<file path="config.mk">
export PLATFORM = sky130hd
export DESIGN_NAME = pid_filtered_derivative
export DESIGN_NICKNAME = d
export VERILOG_FILES = /design/src/hdl/pidfd_pkg.sv /design/src/hdl/pidfd_dmul.sv /design/src/hdl/pid_filtered_derivative.sv
export SDC_FILE = /design/constraint.sdc
export NUM_CORES = 2
export LEC_CHECK = 0
export BUFFER_PORTS_ARGS = -buffer_cell sky130_fd_sc_hd__buf_2
export CORE_MARGIN = 4
export CORE_UTILIZATION = 65
export DETAILED_ROUTE_END_ITERATION = 6
export PLACE_DENSITY_LB_ADDON = 0.2
export SYNTH_ARGS = -nofsm -noshare
export SYNTH_HDL_FRONTEND = slang
export SYNTH_SLANG_ARGS = --single-unit
</file>
<file path="constraint.sdc">
create_clock -name aclk -period 9.16 [get_ports aclk]
set_input_delay 1.374 -clock aclk [delete_from_list [all_inputs] [get_ports aclk]]
set_output_delay 1.374 -clock aclk [all_outputs]
set_load 0.02 [all_outputs]
</file>
<file path="src/hdl/pidfd_pkg.sv">
// ----------------------------------------------------------------------------
// pidfd_pkg
// Shared constants and types of the filtered-derivative PID block: digit size
// of the serial multiplier, term limits and configuration register indexes.
// ----------------------------------------------------------------------------
`timescale 1ns / 1ps

package pidfd_pkg;

    // Multiplier digit: bits of the second operand consumed per cycle.
    localparam int DIGIT_W = 8;

    // Derivative filter coefficient, unsigned Q0.16.
    localparam int POLE_W = 16;

    // Every product term is clipped to +-(2^61 - 1), which fits 62 signed bits.
    localparam int TERM_W = 62;
    localparam logic signed [TERM_W-1:0] TERM_LIM = {1'b0, {(TERM_W-1){1'b1}}};

    // Configuration register indexes.
    localparam int CFG_ADDR_W = 3;
    typedef logic [CFG_ADDR_W-1:0] cfg_addr_t;

    localparam cfg_addr_t CFG_GAIN_P    = 3'd0;
    localparam cfg_addr_t CFG_GAIN_I    = 3'd1;
    localparam cfg_addr_t CFG_GAIN_D    = 3'd2;
    localparam cfg_addr_t CFG_GAIN_FF   = 3'd3;
    localparam cfg_addr_t CFG_POLE      = 3'd4;
    localparam cfg_addr_t CFG_OVR_EN    = 3'd5;
    localparam cfg_addr_t CFG_OVR_VALUE = 3'd6;

endpackage

</file>
<file path="src/hdl/pidfd_dmul.sv">
// ----------------------------------------------------------------------------
// pidfd_dmul
// Digit-serial signed multiplier. Takes one digit of the second operand per
// cycle, least significant first; the top digit carries the sign.
// ----------------------------------------------------------------------------
`timescale 1ns / 1ps

module pidfd_dmul #(
    parameter int A_W  = 48,
    parameter int NDIG = 4
) (
    input  logic                                          aclk,
    input  logic                                          aresetn,
    input  logic                                          start,
    input  logic signed [A_W-1:0]                         a_in,
    input  logic [NDIG*pidfd_pkg::DIGIT_W-1:0]            b_in,
    output logic                                          last,
    output logic signed [A_W+NDIG*pidfd_pkg::DIGIT_W:0]   prod
);

    localparam int DW    = pidfd_pkg::DIGIT_W;
    localparam int B_W   = NDIG * DW;
    localparam int S_W   = A_W + DW + 2;
    localparam int CNT_W = $clog2(NDIG + 1);

    logic [CNT_W-1:0]       cnt_reg, cnt_next;
    logic signed [A_W-1:0]  a_reg, a_next;
    logic [B_W-1:0]         b_reg, b_next;
    logic signed [A_W:0]    hi_reg, hi_next;
    logic [B_W-1:0]         lo_reg, lo_next;

    logic signed [DW:0]     dig;
    logic signed [A_W+DW:0] pp;
    logic signed [S_W-1:0]  sum;

    // Low digits are unsigned, the final one is two's complement.
    assign dig  = (cnt_reg == CNT_W'(1)) ? {b_reg[DW-1], b_reg[DW-1:0]}
                                         : {1'b0, b_reg[DW-1:0]};
    assign pp   = a_reg * dig;
    assign sum  = S_W'(hi_reg) + S_W'(pp);
    assign last = (cnt_reg == CNT_W'(1));
    assign prod = {hi_reg, lo_reg};

    always_comb begin
        cnt_next = cnt_reg;
        a_next   = a_reg;
        b_next   = b_reg;
        hi_next  = hi_reg;
        lo_next  = lo_reg;
        if (start) begin
            cnt_next = CNT_W'(NDIG);
            a_next   = a_in;
            b_next   = b_in;
            hi_next  = '0;
            lo_next  = '0;
        end else if (cnt_reg != '0) begin
            // shift the finished digit of the product into the low word
            cnt_next = cnt_reg - CNT_W'(1);
            b_next   = b_reg >> DW;
            hi_next  = sum[DW +: A_W+1];
            lo_next  = B_W'({sum[DW-1:0], lo_reg} >> DW);
        end
    end

    always_ff @(posedge aclk) begin
        if (!aresetn) begin
            cnt_reg <= '0;
        end else begin
            cnt_reg <= cnt_next;
        end
    end

    always_ff @(posedge aclk) begin
        a_reg  <= a_next;
        b_reg  <= b_next;
        hi_reg <= hi_next;
        lo_reg <= lo_next;
    end

endmodule

</file>
<file path="src/hdl/pid_filtered_derivative.sv">
// ----------------------------------------------------------------------------
// pid_filtered_derivative
// Fixed-point PID controller with a low-pass filtered derivative and a
// feedforward term; drive is signed Q(DATA_WIDTH-FRAC_BITS).FRAC_BITS.
//
// Input beats arrive on s_t*: s_tuser is the kind (0: setpoint and measured,
// 1: ready-made error), s_tdata holds setpoint, measured and error_in.
// One result beat per input beat leaves on m_t*: m_tdata holds drive, m_tuser
// the saturated flag. Gains, filter pole and setpoint override are to be written
// through cfg_we / cfg_addr / cfg_wdata while the block is idle (not enforced).
//
// All products go through one digit-serial multiplier that takes 8 bits of
// the gain (or of 1 - r) per cycle; each product passes a load, a multiply
// over NDIG digits (NDIG = 4 at the default width), a clip and an accumulate
// step. A kind 0 beat needs five products, a kind 1 beat four; a new beat
// is taken only once the last result has gone into the output register.
//
// Reset clears the configuration, sequencer and controller state (error
// sum, filtered derivative, previous error). When the receiver stalls the
// result holds in the output register; the next beat is still taken and
// worked off, then waits for a free output register with s_tready low.
// ----------------------------------------------------------------------------
`timescale 1ns / 1ps

module pid_filtered_derivative #(
    parameter int DATA_WIDTH = 32,
    parameter int FRAC_BITS  = 16,
    parameter int ACC_WIDTH  = 48
) (
    input  logic                                   aclk,
    input  logic                                   aresetn,

    // configuration write port
    input  logic                                   cfg_we,
    input  logic [pidfd_pkg::CFG_ADDR_W-1:0]       cfg_addr,
    input  logic [DATA_WIDTH-1:0]                  cfg_wdata,

    // input beats
    input  logic                                   s_tvalid,
    output logic                                   s_tready,
    // tdata: setpoint, measured, error_in (lowest first), zero padded
    input  logic [((3*DATA_WIDTH+7)/8)*8-1:0]      s_tdata,
    // tuser: kind
    input  logic                                   s_tuser,

    // result beats
    output logic                                   m_tvalid,
    input  logic                                   m_tready,
    // tdata: drive, zero padded
    output logic [((DATA_WIDTH+7)/8)*8-1:0]        m_tdata,
    // tuser: saturated
    output logic                                   m_tuser
);

    localparam int DW     = DATA_WIDTH;
    localparam int AW     = ACC_WIDTH;
    localparam int XW     = DW + 2;
    localparam int MA_W   = (AW > XW) ? AW : XW;
    localparam int MB_W   = (DW > pidfd_pkg::POLE_W + 2) ? DW : pidfd_pkg::POLE_W + 2;
    localparam int NDIG   = (MB_W + pidfd_pkg::DIGIT_W - 1) / pidfd_pkg::DIGIT_W;
    localparam int MB_PAD = NDIG * pidfd_pkg::DIGIT_W;
    localparam int PW     = MA_W + 1 + MB_PAD;
    localparam int TW     = pidfd_pkg::TERM_W;
    localparam int CW     = (PW > TW + 1) ? PW : TW + 1;
    localparam int ESW    = ((AW > DW) ? AW : DW) + 1;
    localparam int DSW    = TW + 1;
    localparam int TOT_W  = TW + 2;
    localparam int OUT_W  = ((DW + 7) / 8) * 8;
    localparam bit SUM_FLAG = (ACC_WIDTH < 64);

    localparam logic signed [DW-1:0] D_MAX = {1'b0, {(DW-1){1'b1}}};
    localparam logic signed [DW-1:0] D_MIN = {1'b1, {(DW-1){1'b0}}};
    localparam logic signed [AW-1:0] A_MAX = {1'b0, {(AW-1){1'b1}}};
    localparam logic signed [AW-1:0] A_MIN = {1'b1, {(AW-1){1'b0}}};

    typedef enum logic [6:0] {
        S_IDLE = 7'b0000001,
        S_ERR  = 7'b0000010,
        S_LOAD = 7'b0000100,
        S_MUL  = 7'b0001000,
        S_TERM = 7'b0010000,
        S_ACC  = 7'b0100000,
        S_OUT  = 7'b1000000
    } state_t;

    // product being formed
    typedef enum logic [2:0] {
        OP_DER = 3'd0,
        OP_P   = 3'd1,
        OP_I   = 3'd2,
        OP_D   = 3'd3,
        OP_FF  = 3'd4
    } op_t;

    // configuration registers
    logic signed [DW-1:0]             gain_p_reg, gain_i_reg, gain_d_reg, gain_ff_reg;
    logic [pidfd_pkg::POLE_W-1:0]     pole_reg;
    logic                             ovr_en_reg;
    logic signed [DW-1:0]             ovr_val_reg;

    // controller state
    logic signed [AW-1:0]             et_reg, et_next;
    logic signed [DW-1:0]             d_reg, d_next;
    logic signed [DW-1:0]             prev_reg, prev_next;

    // control
    state_t                           state_reg, state_next;
    op_t                              op_reg, op_next;
    logic                             m_tvalid_reg, m_tvalid_next;

    // per-beat working registers
    logic                             kind_reg, kind_next;
    logic signed [DW-1:0]             sp_reg, sp_next;
    logic signed [DW-1:0]             e_reg, e_next;
    logic signed [XW-1:0]             x_reg, x_next;
    logic signed [TW-1:0]             term_reg, term_next;
    logic signed [TOT_W-1:0]          tot_reg, tot_next;
    logic                             clip_reg, clip_next;
    logic signed [DW-1:0]             m_drive_reg, m_drive_next;
    logic                             m_sat_reg, m_sat_next;

    // multiplier hookup
    logic                             mul_start;
    logic                             mul_last;
    logic signed [MA_W-1:0]           mul_a;
    logic [MB_PAD-1:0]                mul_b;
    logic signed [PW-1:0]             mul_prod;

    // datapath
    logic signed [DW-1:0]             sp_sel, meas_in, err_direct, e_clamped, e_in;
    logic signed [DW:0]               e_diff;
    logic                             e_ovf;
    logic signed [ESW-1:0]            et_sum;
    logic                             et_ovf;
    logic signed [AW-1:0]             et_sat;
    logic signed [XW-1:0]             x_val;
    logic [pidfd_pkg::POLE_W:0]       one_minus_r;
    logic signed [CW-1:0]             q_full, q_shift, lim_pos, lim_neg;
    logic                             term_hi, term_lo;
    logic signed [TW-1:0]             term_clamped;
    logic signed [DSW-1:0]            d_sum;
    logic                             d_ovf;
    logic signed [DW-1:0]             d_sat;
    logic signed [TOT_W-1:0]          tot_sum;
    logic                             drive_ovf;
    logic signed [DW-1:0]             drive_sat;

    // ------------------------------------------------------------------
    // Configuration writes; unknown indexes drop the write.
    // ------------------------------------------------------------------
    always_ff @(posedge aclk) begin
        if (!aresetn) begin
            gain_p_reg  <= '0;
            gain_i_reg  <= '0;
            gain_d_reg  <= '0;
            gain_ff_reg <= '0;
            pole_reg    <= '0;
            ovr_en_reg  <= 1'b0;
            ovr_val_reg <= '0;
        end else if (cfg_we) begin
            unique case (cfg_addr)
                pidfd_pkg::CFG_GAIN_P:    gain_p_reg  <= cfg_wdata;
                pidfd_pkg::CFG_GAIN_I:    gain_i_reg  <= cfg_wdata;
                pidfd_pkg::CFG_GAIN_D:    gain_d_reg  <= cfg_wdata;
                pidfd_pkg::CFG_GAIN_FF:   gain_ff_reg <= cfg_wdata;
                pidfd_pkg::CFG_POLE:      pole_reg    <= cfg_wdata[pidfd_pkg::POLE_W-1:0];
                pidfd_pkg::CFG_OVR_EN:    ovr_en_reg  <= cfg_wdata[0];
                pidfd_pkg::CFG_OVR_VALUE: ovr_val_reg <= cfg_wdata;
                default: ;
            endcase
        end
    end

    // ------------------------------------------------------------------
    // Error of the incoming beat: setpoint (or override) minus measured,
    // saturated to the data width, or the error given directly.
    // ------------------------------------------------------------------
    assign meas_in    = s_tdata[2*DW-1:DW];
    assign err_direct = s_tdata[3*DW-1:2*DW];
    assign sp_sel     = ovr_en_reg ? ovr_val_reg : s_tdata[DW-1:0];
    assign e_diff     = (DW+1)'(sp_sel) - (DW+1)'(meas_in);
    assign e_ovf      = e_diff[DW] ^ e_diff[DW-1];
    assign e_clamped  = e_ovf ? (e_diff[DW] ? D_MIN : D_MAX) : e_diff[DW-1:0];
    assign e_in       = s_tuser ? err_direct : e_clamped;

    // Error sum, saturated to the accumulator width.
    assign et_sum = ESW'(et_reg) + ESW'(e_reg);
    assign et_ovf = !((&et_sum[ESW-1:AW-1]) || (~|et_sum[ESW-1:AW-1]));
    assign et_sat = et_ovf ? (et_sum[ESW-1] ? A_MIN : A_MAX) : et_sum[AW-1:0];

    // Input of the derivative filter step: (e - e_prev) - d.
    assign x_val = XW'(e_reg) - XW'(prev_reg) - XW'(d_reg);

    // 1 - r in unsigned Q1.16, from 1/65536 up to exactly one.
    assign one_minus_r = {1'b1, {pidfd_pkg::POLE_W{1'b0}}} - {1'b0, pole_reg};

    // ------------------------------------------------------------------
    // Operand select for the shared multiplier.
    // ------------------------------------------------------------------
    always_comb begin
        unique case (op_reg)
            OP_DER: begin
                mul_a = MA_W'(x_reg);
                mul_b = MB_PAD'(one_minus_r);
            end
            OP_P: begin
                mul_a = MA_W'(e_reg);
                mul_b = MB_PAD'(gain_p_reg);
            end
            OP_I: begin
                mul_a = MA_W'(et_reg);
                mul_b = MB_PAD'(gain_i_reg);
            end
            OP_D: begin
                mul_a = MA_W'(d_reg);
                mul_b = MB_PAD'(gain_d_reg);
            end
            OP_FF: begin
                mul_a = MA_W'(sp_reg);
                mul_b = MB_PAD'(gain_ff_reg);
            end
            default: begin
                mul_a = '0;
                mul_b = '0;
            end
        endcase
    end

    pidfd_dmul #(
        .A_W  (MA_W),
        .NDIG (NDIG)
    ) u_dmul (
        .aclk    (aclk),
        .aresetn (aresetn),
        .start   (mul_start),
        .a_in    (mul_a),
        .b_in    (mul_b),
        .last    (mul_last),
        .prod    (mul_prod)
    );

    // ------------------------------------------------------------------
    // Scale the exact product back (arithmetic shift rounds toward minus
    // infinity) and clip it to the term limit.
    // ------------------------------------------------------------------
    assign q_full       = CW'(mul_prod);
    assign q_shift      = (op_reg == OP_DER) ? (q_full >>> pidfd_pkg::POLE_W)
                                             : (q_full >>> FRAC_BITS);
    assign lim_pos      = CW'(pidfd_pkg::TERM_LIM);
    assign lim_neg      = -lim_pos;
    assign term_hi      = (q_shift > lim_pos);
    assign term_lo      = (q_shift < lim_neg);
    assign term_clamped = term_hi ? pidfd_pkg::TERM_LIM
                        : term_lo ? -pidfd_pkg::TERM_LIM
                        : q_shift[TW-1:0];

    // Filtered derivative update, saturated to the data width.
    assign d_sum = DSW'(d_reg) + DSW'(term_reg);
    assign d_ovf = !((&d_sum[DSW-1:DW-1]) || (~|d_sum[DSW-1:DW-1]));
    assign d_sat = d_ovf ? (d_sum[DSW-1] ? D_MIN : D_MAX) : d_sum[DW-1:0];

    // Running sum of the terms and the final drive clamp.
    assign tot_sum   = tot_reg + TOT_W'(term_reg);
    assign drive_ovf = !((&tot_reg[TOT_W-1:DW-1]) || (~|tot_reg[TOT_W-1:DW-1]));
    assign drive_sat = drive_ovf ? (tot_reg[TOT_W-1] ? D_MIN : D_MAX) : tot_reg[DW-1:0];

    // ------------------------------------------------------------------
    // Sequencer: error, then derivative, P, I, D and (kind 0) feedforward
    // products, each followed by a clip and an accumulate step.
    // ------------------------------------------------------------------
    always_comb begin
        state_next    = state_reg;
        op_next       = op_reg;
        kind_next     = kind_reg;
        sp_next       = sp_reg;
        e_next        = e_reg;
        x_next        = x_reg;
        term_next     = term_reg;
        tot_next      = tot_reg;
        clip_next     = clip_reg;
        et_next       = et_reg;
        d_next        = d_reg;
        prev_next     = prev_reg;
        m_tvalid_next = m_tvalid_reg & ~m_tready;
        m_drive_next  = m_drive_reg;
        m_sat_next    = m_sat_reg;
        mul_start     = 1'b0;

        unique case (state_reg)
            S_IDLE: begin
                // take the beat, latch setpoint and error
                if (s_tvalid) begin
                    kind_next  = s_tuser;
                    sp_next    = sp_sel;
                    e_next     = e_in;
                    clip_next  = 1'b0;
                    state_next = S_ERR;
                end
            end
            S_ERR: begin
                et_next = et_sat;
                if (et_ovf && SUM_FLAG) begin
                    clip_next = 1'b1;
                end
                x_next     = x_val;
                prev_next  = e_reg;
                // with a direct error the feedforward gain is a plain offset
                tot_next   = kind_reg ? TOT_W'(gain_ff_reg) : '0;
                op_next    = OP_DER;
                state_next = S_LOAD;
            end
            S_LOAD: begin
                mul_start  = 1'b1;
                state_next = S_MUL;
            end
            S_MUL: begin
                if (mul_last) begin
                    state_next = S_TERM;
                end
            end
            S_TERM: begin
                term_next = term_clamped;
                // a clipped filter step is silent
                if ((term_hi || term_lo) && (op_reg != OP_DER)) begin
                    clip_next = 1'b1;
                end
                state_next = S_ACC;
            end
            S_ACC: begin
                state_next = S_LOAD;
                unique case (op_reg)
                    OP_DER: begin
                        d_next  = d_sat;
                        op_next = OP_P;
                    end
                    OP_P: begin
                        tot_next = tot_sum;
                        op_next  = OP_I;
                    end
                    OP_I: begin
                        tot_next = tot_sum;
                        op_next  = OP_D;
                    end
                    OP_D: begin
                        tot_next = tot_sum;
                        if (kind_reg) begin
                            state_next = S_OUT;
                        end else begin
                            op_next = OP_FF;
                        end
                    end
                    OP_FF: begin
                        tot_next   = tot_sum;
                        state_next = S_OUT;
                    end
                    default: begin
                        state_next = S_IDLE;
                    end
                endcase
            end
            S_OUT: begin
                // hold until the output register is free or being drained
                if (!m_tvalid_reg || m_tready) begin
                    m_tvalid_next = 1'b1;
                    m_drive_next  = drive_sat;
                    m_sat_next    = clip_reg | drive_ovf;
                    state_next    = S_IDLE;
                end
            end
            default: begin
                state_next = S_IDLE;
            end
        endcase
    end

    always_ff @(posedge aclk) begin
        if (!aresetn) begin
            state_reg    <= S_IDLE;
            op_reg       <= OP_DER;
            m_tvalid_reg <= 1'b0;
            et_reg       <= '0;
            d_reg        <= '0;
            prev_reg     <= '0;
        end else begin
            state_reg    <= state_next;
            op_reg       <= op_next;
            m_tvalid_reg <= m_tvalid_next;
            et_reg       <= et_next;
            d_reg        <= d_next;
            prev_reg     <= prev_next;
        end
    end

    always_ff @(posedge aclk) begin
        kind_reg    <= kind_next;
        sp_reg      <= sp_next;
        e_reg       <= e_next;
        x_reg       <= x_next;
        term_reg    <= term_next;
        tot_reg     <= tot_next;
        clip_reg    <= clip_next;
        m_drive_reg <= m_drive_next;
        m_sat_reg   <= m_sat_next;
    end

    assign s_tready = (state_reg == S_IDLE);
    assign m_tvalid = m_tvalid_reg;
    assign m_tdata  = OUT_W'($unsigned(m_drive_reg));
    assign m_tuser  = m_sat_reg;

    // ------------------------------------------------------------------
    // Checks
    // ------------------------------------------------------------------
    a_mul_done_in_mul: assert property (@(posedge aclk) disable iff (!aresetn)
        mul_last |-> (state_reg == S_MUL))
        else $error("multiplier finished outside the multiply step");

    a_result_from_out: assert property (@(posedge aclk) disable iff (!aresetn)
        $rose(m_tvalid_reg) |-> $past(state_reg == S_OUT))
        else $error("result beat raised outside the output step");

    a_term_in_range: assert property (@(posedge aclk) disable iff (!aresetn)
        (state_reg == S_ACC) |-> ((term_reg <= pidfd_pkg::TERM_LIM) &&
                                  (term_reg >= -pidfd_pkg::TERM_LIM)))
        else $error("product term beyond the clip limit");

endmodule
</file>
Word level (Yosys, flattened, before mapping)
Index checks and enable logic that the tools add are counted.
W data, S select, Z words.
- add/sub/neg operators: 9
- multiply operators: 1
- divide/modulo/power cells: 0
- $lt $le $gt $ge: 2
- eq/ne operators: 26
- shifts and indexed selects: 0
- mux-type cells: 37
- bitwise gates (word level): 5
- reduce and logical (&&, ||, !) cells: 42
- operators with widths (cell ; number):
    $mux W32 ; 10
    $pmux W48 S5 ; 1
    $pmux W32 S5 ; 1
    $mux W64 ; 2
    $pmux W64 S2 ; 1
    $mux W48 ; 2
    $sub A32 B32 Y33 ; 2
    $gt A65 B62 Y1 const B ; 1
    $lt A65 B62 Y1 const B ; 1
    $add A64 B62 Y64 ; 1
    $add A32 B62 Y63 ; 1
    $mux W62 ; 1
    $add A49 B57 Y57 ; 1
    $mul A48 B9 Y57 ; 1
    $add A48 B32 Y49 ; 1
    $pmux W7 S7 ; 1
    $sub A33 B32 Y34 ; 1
    $reduce_and A33 Y1 ; 1
    $reduce_or A33 Y1 ; 1
    $reduce_and A32 Y1 ; 1
    $reduce_or A32 Y1 ; 1
    $mux W7 ; 4
    $reduce_and A2 Y1 ; 12
    $pmux W7 S3 ; 1
    36 further kinds ; 72
- flip-flop bits (word level): 723
- latch bits: 0
- bits in writable memories: 0
- memory bits (read-only): 0
- input bits: 137
- output and inout port bits: 35
- logic and storage cells: 151
- memories kept: 0

Longest topological paths before layout
- word-level depth: 6
- depth in mapped cells: 28
- mapped depth without buffers: 25

By module
From an unflattened synthesis, not the netlist that was laid out.
- cells, all modules: 6663
- area total of the unflattened synthesis: 59184.3 um^2
- by module, submodules not included (module ; instances ; cells each ; area an instance (um^2) ; seq. area each (um^2)):
    pid_filtered_derivative ; 1 ; 4355 ; 37285.8 ; 13783.2
    pidfd_dmul ; 1 ; 2308 ; 21898.5 ; 4083.9

Worst setup path before layout
Ideal clock, no wire load.
- path type: register -> register
- start point: register u_dmul.cnt_reg[1]
- end point: register u_dmul.hi_reg[28]
- library setup time: 0.117 ns
- arrival time: 6.648 ns
- setup slack: 2.395 ns
- stages on the path, launching flop included: 28
- buffers on the path: 2
- path through: dfxtp_1 -> inv_1 -> ha_1 -> nand3_1 -> clkbuf_1 -> clkbuf_1 -> nor2_1 -> fa_1 -> inv_1 -> fa_1 -> fa_1 -> fa_1 -> fa_1 -> inv_1 -> ha_1 -> a21o_1 -> a21o_1 -> a211oi_1 -> o22ai_1 -> a211oi_1 -> nor3_1 -> o31a_1 -> and2_1 -> o21a_1 -> a21o_1 -> a21o_1 -> xor2_1 -> a22o_1
- word-level cells in the longest chain between the ends: 4
- elaborated cells between the ends (all ways): 5
- those cells by class: add/sub (1); mul (1); eq/ne (1); mux (1); reduce/logical (1)
- ends and longest elaborated chain (what ; RTL line ; text):
    start: declaration ; pidfd_dmul.sv:26 ; logic [CNT_W-1:0] cnt_reg, cnt_next;
    start signal: assignment ; pidfd_dmul.sv:69 ; cnt_reg <= cnt_next;
    $eq A3 B1 Y1 ; pidfd_dmul.sv:37 ; assign dig = (cnt_reg == CNT_W'(1)) ? {b_reg[DW-1], b_reg[DW-1:0]}
    $mux W9 ; pidfd_dmul.sv:37 ;
    $mul A48 B9 Y57 ; pidfd_dmul.sv:39 ; assign pp = a_reg * dig;
    $add A49 B57 Y57 ; pidfd_dmul.sv:40 ; assign sum = S_W'(hi_reg) + S_W'(pp);
    end signal: assignment ; pidfd_dmul.sv:76 ; hi_reg <= hi_next;
    end: declaration ; pidfd_dmul.sv:29 ; logic signed [A_W:0] hi_reg, hi_next;
Parallel ways exist; a longest one is shown, timed or not.
A chain may end at the register's enable or synchronous reset.

Worst setup path in the final report
- start point: register u_dmul.cnt_reg[0]
- end point: register u_dmul.hi_reg[47]
The elaborated chain is that of the path after synthesis.

==> impl_metrics.py <==
metrics = {
    "logic_synthesis": {
        "ys.flop_type": "dfxtp_1",
        "yosysUniqueCellTypes": 110,
        "async_flop_share": 0,
        "ys_seq_area_frac": 0.302,
        "synth_area_leaders": "edfxtp_1 18%, fa_1 15%, dfxtp_1 13%",
        "syn-num-nets": 7409,
        "yosysWarnings": 0,
        "synth_compound_area_frac": 0.193,
        "yosysTopAreaCellShare": 0.175,
        "yosys.area_share.simple": 0.155,
        "synthMuxAreaShare": 0.0168,
        "yosys.area_share.adder": 0.231,
        "syn_inst": 6471,
        "synthXorXnorAreaFrac": 0.0417,
        "syn_area_sq_um": 58200,
        "synth-seq-cells": 707,
        "syn_area_per_cell_sq_um": 8.99,
        "synth_top_family_by_area": "adder cells",
        "synth_edf_count": 339,
        "synth.largest_area_cell": "edfxtp_1",
    },
    "die": {
        "io_pins": 172,
        "rows": 109,
        "die_x_um": 307,
        "dieArea_sq_um": 94300,
        "die_y_um": 307,
        "initial_core_util": 0.656,
        "coreArea_sq_um": 88600,
    },
    "timing": {
        "fmaxAchievable_mhz": 123,
        "maxSlewViolCount": 0,
        "tightest_slew_ns": 1.19,
        "setup_violations": 0,
        "finalCritPeriodShare": 0.884,
        "finalHoldViolCount": 0,
        "layout_min_cycle_time_ns": 8.10,
        "worst_clock_skew_ns": 0.0613,
        "grt_setup_unrepaired": "false",
        "relSlewSlack": 0.204,
        "fin_tns_setup_ns": 0,
    },
    "clocking": {
        "cts_setup_buffers": 0,
        "h-tree-depth": 3,
        "clock_latency_ns": 0.69,
        "clockBufferDepth": 3,
        "clockRootBuffer": "clkbuf_16",
        "clk_pin_slew_worst_paths_ns": 0.06,
        "clkSinkCount": 707,
        "tritoncts": "yes",
        "cts_resized": 0,
        "cts_inserted_buffers": 78,
        "hold_buffers": 0,
    },
    "hold_path": {
        "min_to": "prev_reg[21]$_SDFFE_PN0P_",
        "hold_path_class": "reg -> reg",
        "min_from": "prev_reg[21]$_SDFFE_PN0P_",
        "hold_depth": 2,
    },
    "finish": {
        "fillers": 6945,
        "final_nets": 7413,
        "multiInputGateArea_sq_um": 37200,
        "largest_register_ffs": 64,
        "regArea_sq_um": 17500,
        "final_common_cell": "nand2_1",
        "drive_gt1_frac": 0.0823,
        "layout_common_cells": "847 x nand2_1, 617 x a21oi_1, 615 x inv_1, 431 x fa_1, 369 x ha_1",
        "syn2layout_area_growth_pct": 7.80,
    },
    "drt": {
        "viasPerCell": 6.33,
        "wl_per_cell_um": 22.8,
        "antenna_left": 0,
        "routed_wl_um": 176000,
        "drt-initial-drc-count": 5239,
        "vias": 48800,
        "dr.pass1.iters": 7,
        "drcViolationCount": 1,
    },
    "place": {
        "place_congestion": 0.979,
        "io_buffers": 171,
        "dpl.hpwl_um": 133000,
    },
    "setup_path": {
        "worst-setup-path-type": "reg -> reg",
        "rr_endpoint": "u_dmul.hi_reg[47]$_SDFFE_PN0P_",
        "critPathRequiredTime_ns": 9.71,
        "endpoint_kind": "register",
        "arrival_ns": 8.65,
        "cp-start-kind": "register",
        "rrSetupSlack_ns": 1.06,
        "r2r_cells": 22,
        "critPathMaxFanout": 29,
        "reg2reg_from": "u_dmul.cnt_reg[0]$_SDFFE_PP0P_",
    },
    "outcome": {
        "status": "finished, violations left",
        "violations": "design-rule violations",
    },
    "global_route": {
        "antenna_found_initial": 6,
        "grt_pass1_wl_um": 273000,
        "grt_usage": 0.370,
        "gr-total-overflow": 0,
        "grt_pass1_vias": 47400,
        "grt_max_degree": 98,
    },
    "flow_run": {
        "max-cap-violations": 0,
    },
}
==> per-layer routing <==
| metal | GRT usage | wire (um) | part of all wire | vias to the layer above |
|---|---|---|---|---|
| li1 | - | - | - | 22400 |
| met1 | 0.501 | 70900 | 0.40 | 23500 |
| met3 | 0.0703 | 16400 | 0.093 | 447 |
| met2 | 0.574 | 78100 | 0.44 | 2470 |
| met5 | 0 | 23 | 0.00013 | - |
| met4 | 0.184 | 10400 | 0.059 | 4 |
==> critical path: stages (launching register included) <==
cell,delay (ns)
dfxtp_1,0.37
ha_1,0.21
nand3_2,0.58
or2_2,0.57
fa_1,0.51
fa_1,0.53
fa_1,0.46
fa_1,0.50
fa_1,0.55
inv_1,0.04
ha_1,0.34
a21oi_1,0.15
o21ai_1,0.13
a41oi_1,0.28
o311a_1,0.33
o211ai_1,0.28
a31oi_1,0.36
o31ai_1,0.18
a311o_1,0.39
a311oi_1,0.59
o21ai_0,0.22
xor2_1,0.18
a22o_1,0.21
==> metrics by stage <==
step / worst slack (ns) / instance area, sq um / hold slack [ns] / cells / utilization
global route: 0.687 / 62700 / 0.469 / 7706 / 0.707
floorplan: 2.39 / 58200 / 0.433 / 6471 / -
finish: 1.06 / 62700 / 0.454 / 7710 / 0.707
CTS: 1.19 / 62700 / 0.455 / 7706 / 0.707
detailed placement: 1.25 / 59900 / 0.446 / 7560 / 0.676
global placement: 1.35 / 59900 / 0.440 / 7560 / 0.676
==> cell type report <==
| class | instances | share of cell area |
|---|---|---|
| diodes | 4 | 0.000160 |
| multi-input cells | 4834 | 0.593 |
| well taps | 1165 | 0.0232 |
| repair buffers | 235 | 0.0213 |
| clock inverters | 55 | 0.0120 |
| clock buffers | 91 | 0.0327 |
| flip-flops and latches | 707 | 0.280 |
| inverters | 619 | 0.0372 |
==> kinds of logic after synthesis <==
| kind of cell | Yosys count |
|---|---|
| mux | 91 |
| compound gates | 1732 |
| simple gates | 1921 |
| xor+xnor | 273 |
| flops | 707 |
| fa+ha+maj | 817 |
| buf+inv | 930 |
==> synthesized netlist by cell type, types with 20 or more instances <==
| cell type | instances |
|---|---|
| o211ai_1 | 20 |
| nand3_1 | 101 |
| nand4_1 | 59 |
| nand2b_1 | 65 |
| and3_1 | 29 |
| o22ai_2 | 30 |
| buf_1 | 23 |
| xnor2_1 | 170 |
| xor2_1 | 100 |
| a21o_1 | 185 |
| mux2i_1 | 55 |
| a31oi_1 | 30 |
| inv_1 | 618 |
| a221o_1 | 60 |
| nand2_1 | 848 |
| dfxtp_1 | 368 |
| a22oi_1 | 48 |
| nor3_1 | 60 |
| nor4_1 | 40 |
| nor2b_1 | 42 |
| or3_1 | 22 |
| clkbuf_1 | 264 |
| a211oi_1 | 23 |
| a22o_1 | 28 |
| o21a_1 | 114 |
| mux2_2 | 34 |
| nor2_1 | 333 |
| edfxtp_1 | 339 |
| fa_1 | 431 |
| a21oi_1 | 618 |
| o21bai_1 | 36 |
| ha_1 | 370 |
| o21ai_0 | 351 |
| and2_1 | 247 |
==> worst max path at each step <==
stage	to	cells past startpoint	slack [ns]	start
floorplan	u_dmul.hi_reg[28]$_SDFFE_PN0P_	27	2.39	u_dmul.cnt_reg[1]$_SDFFE_PP0P_
global placement	u_dmul.hi_reg[47]$_SDFFE_PN0P_	23	1.35	u_dmul.cnt_reg[1]$_SDFFE_PP0P_
detailed placement	u_dmul.hi_reg[47]$_SDFFE_PN0P_	23	1.25	u_dmul.cnt_reg[1]$_SDFFE_PP0P_
CTS	u_dmul.hi_reg[47]$_SDFFE_PN0P_	23	1.19	u_dmul.cnt_reg[1]$_SDFFE_PP0P_
global route	u_dmul.hi_reg[47]$_SDFFE_PN0P_	23	0.69	u_dmul.cnt_reg[1]$_SDFFE_PP0P_
finish	u_dmul.hi_reg[47]$_SDFFE_PN0P_	22	1.06	u_dmul.cnt_reg[0]$_SDFFE_PP0P_
Power is not shown: default switching activity piles up to over one toggle a cycle in this logic, so the estimate is an artifact.
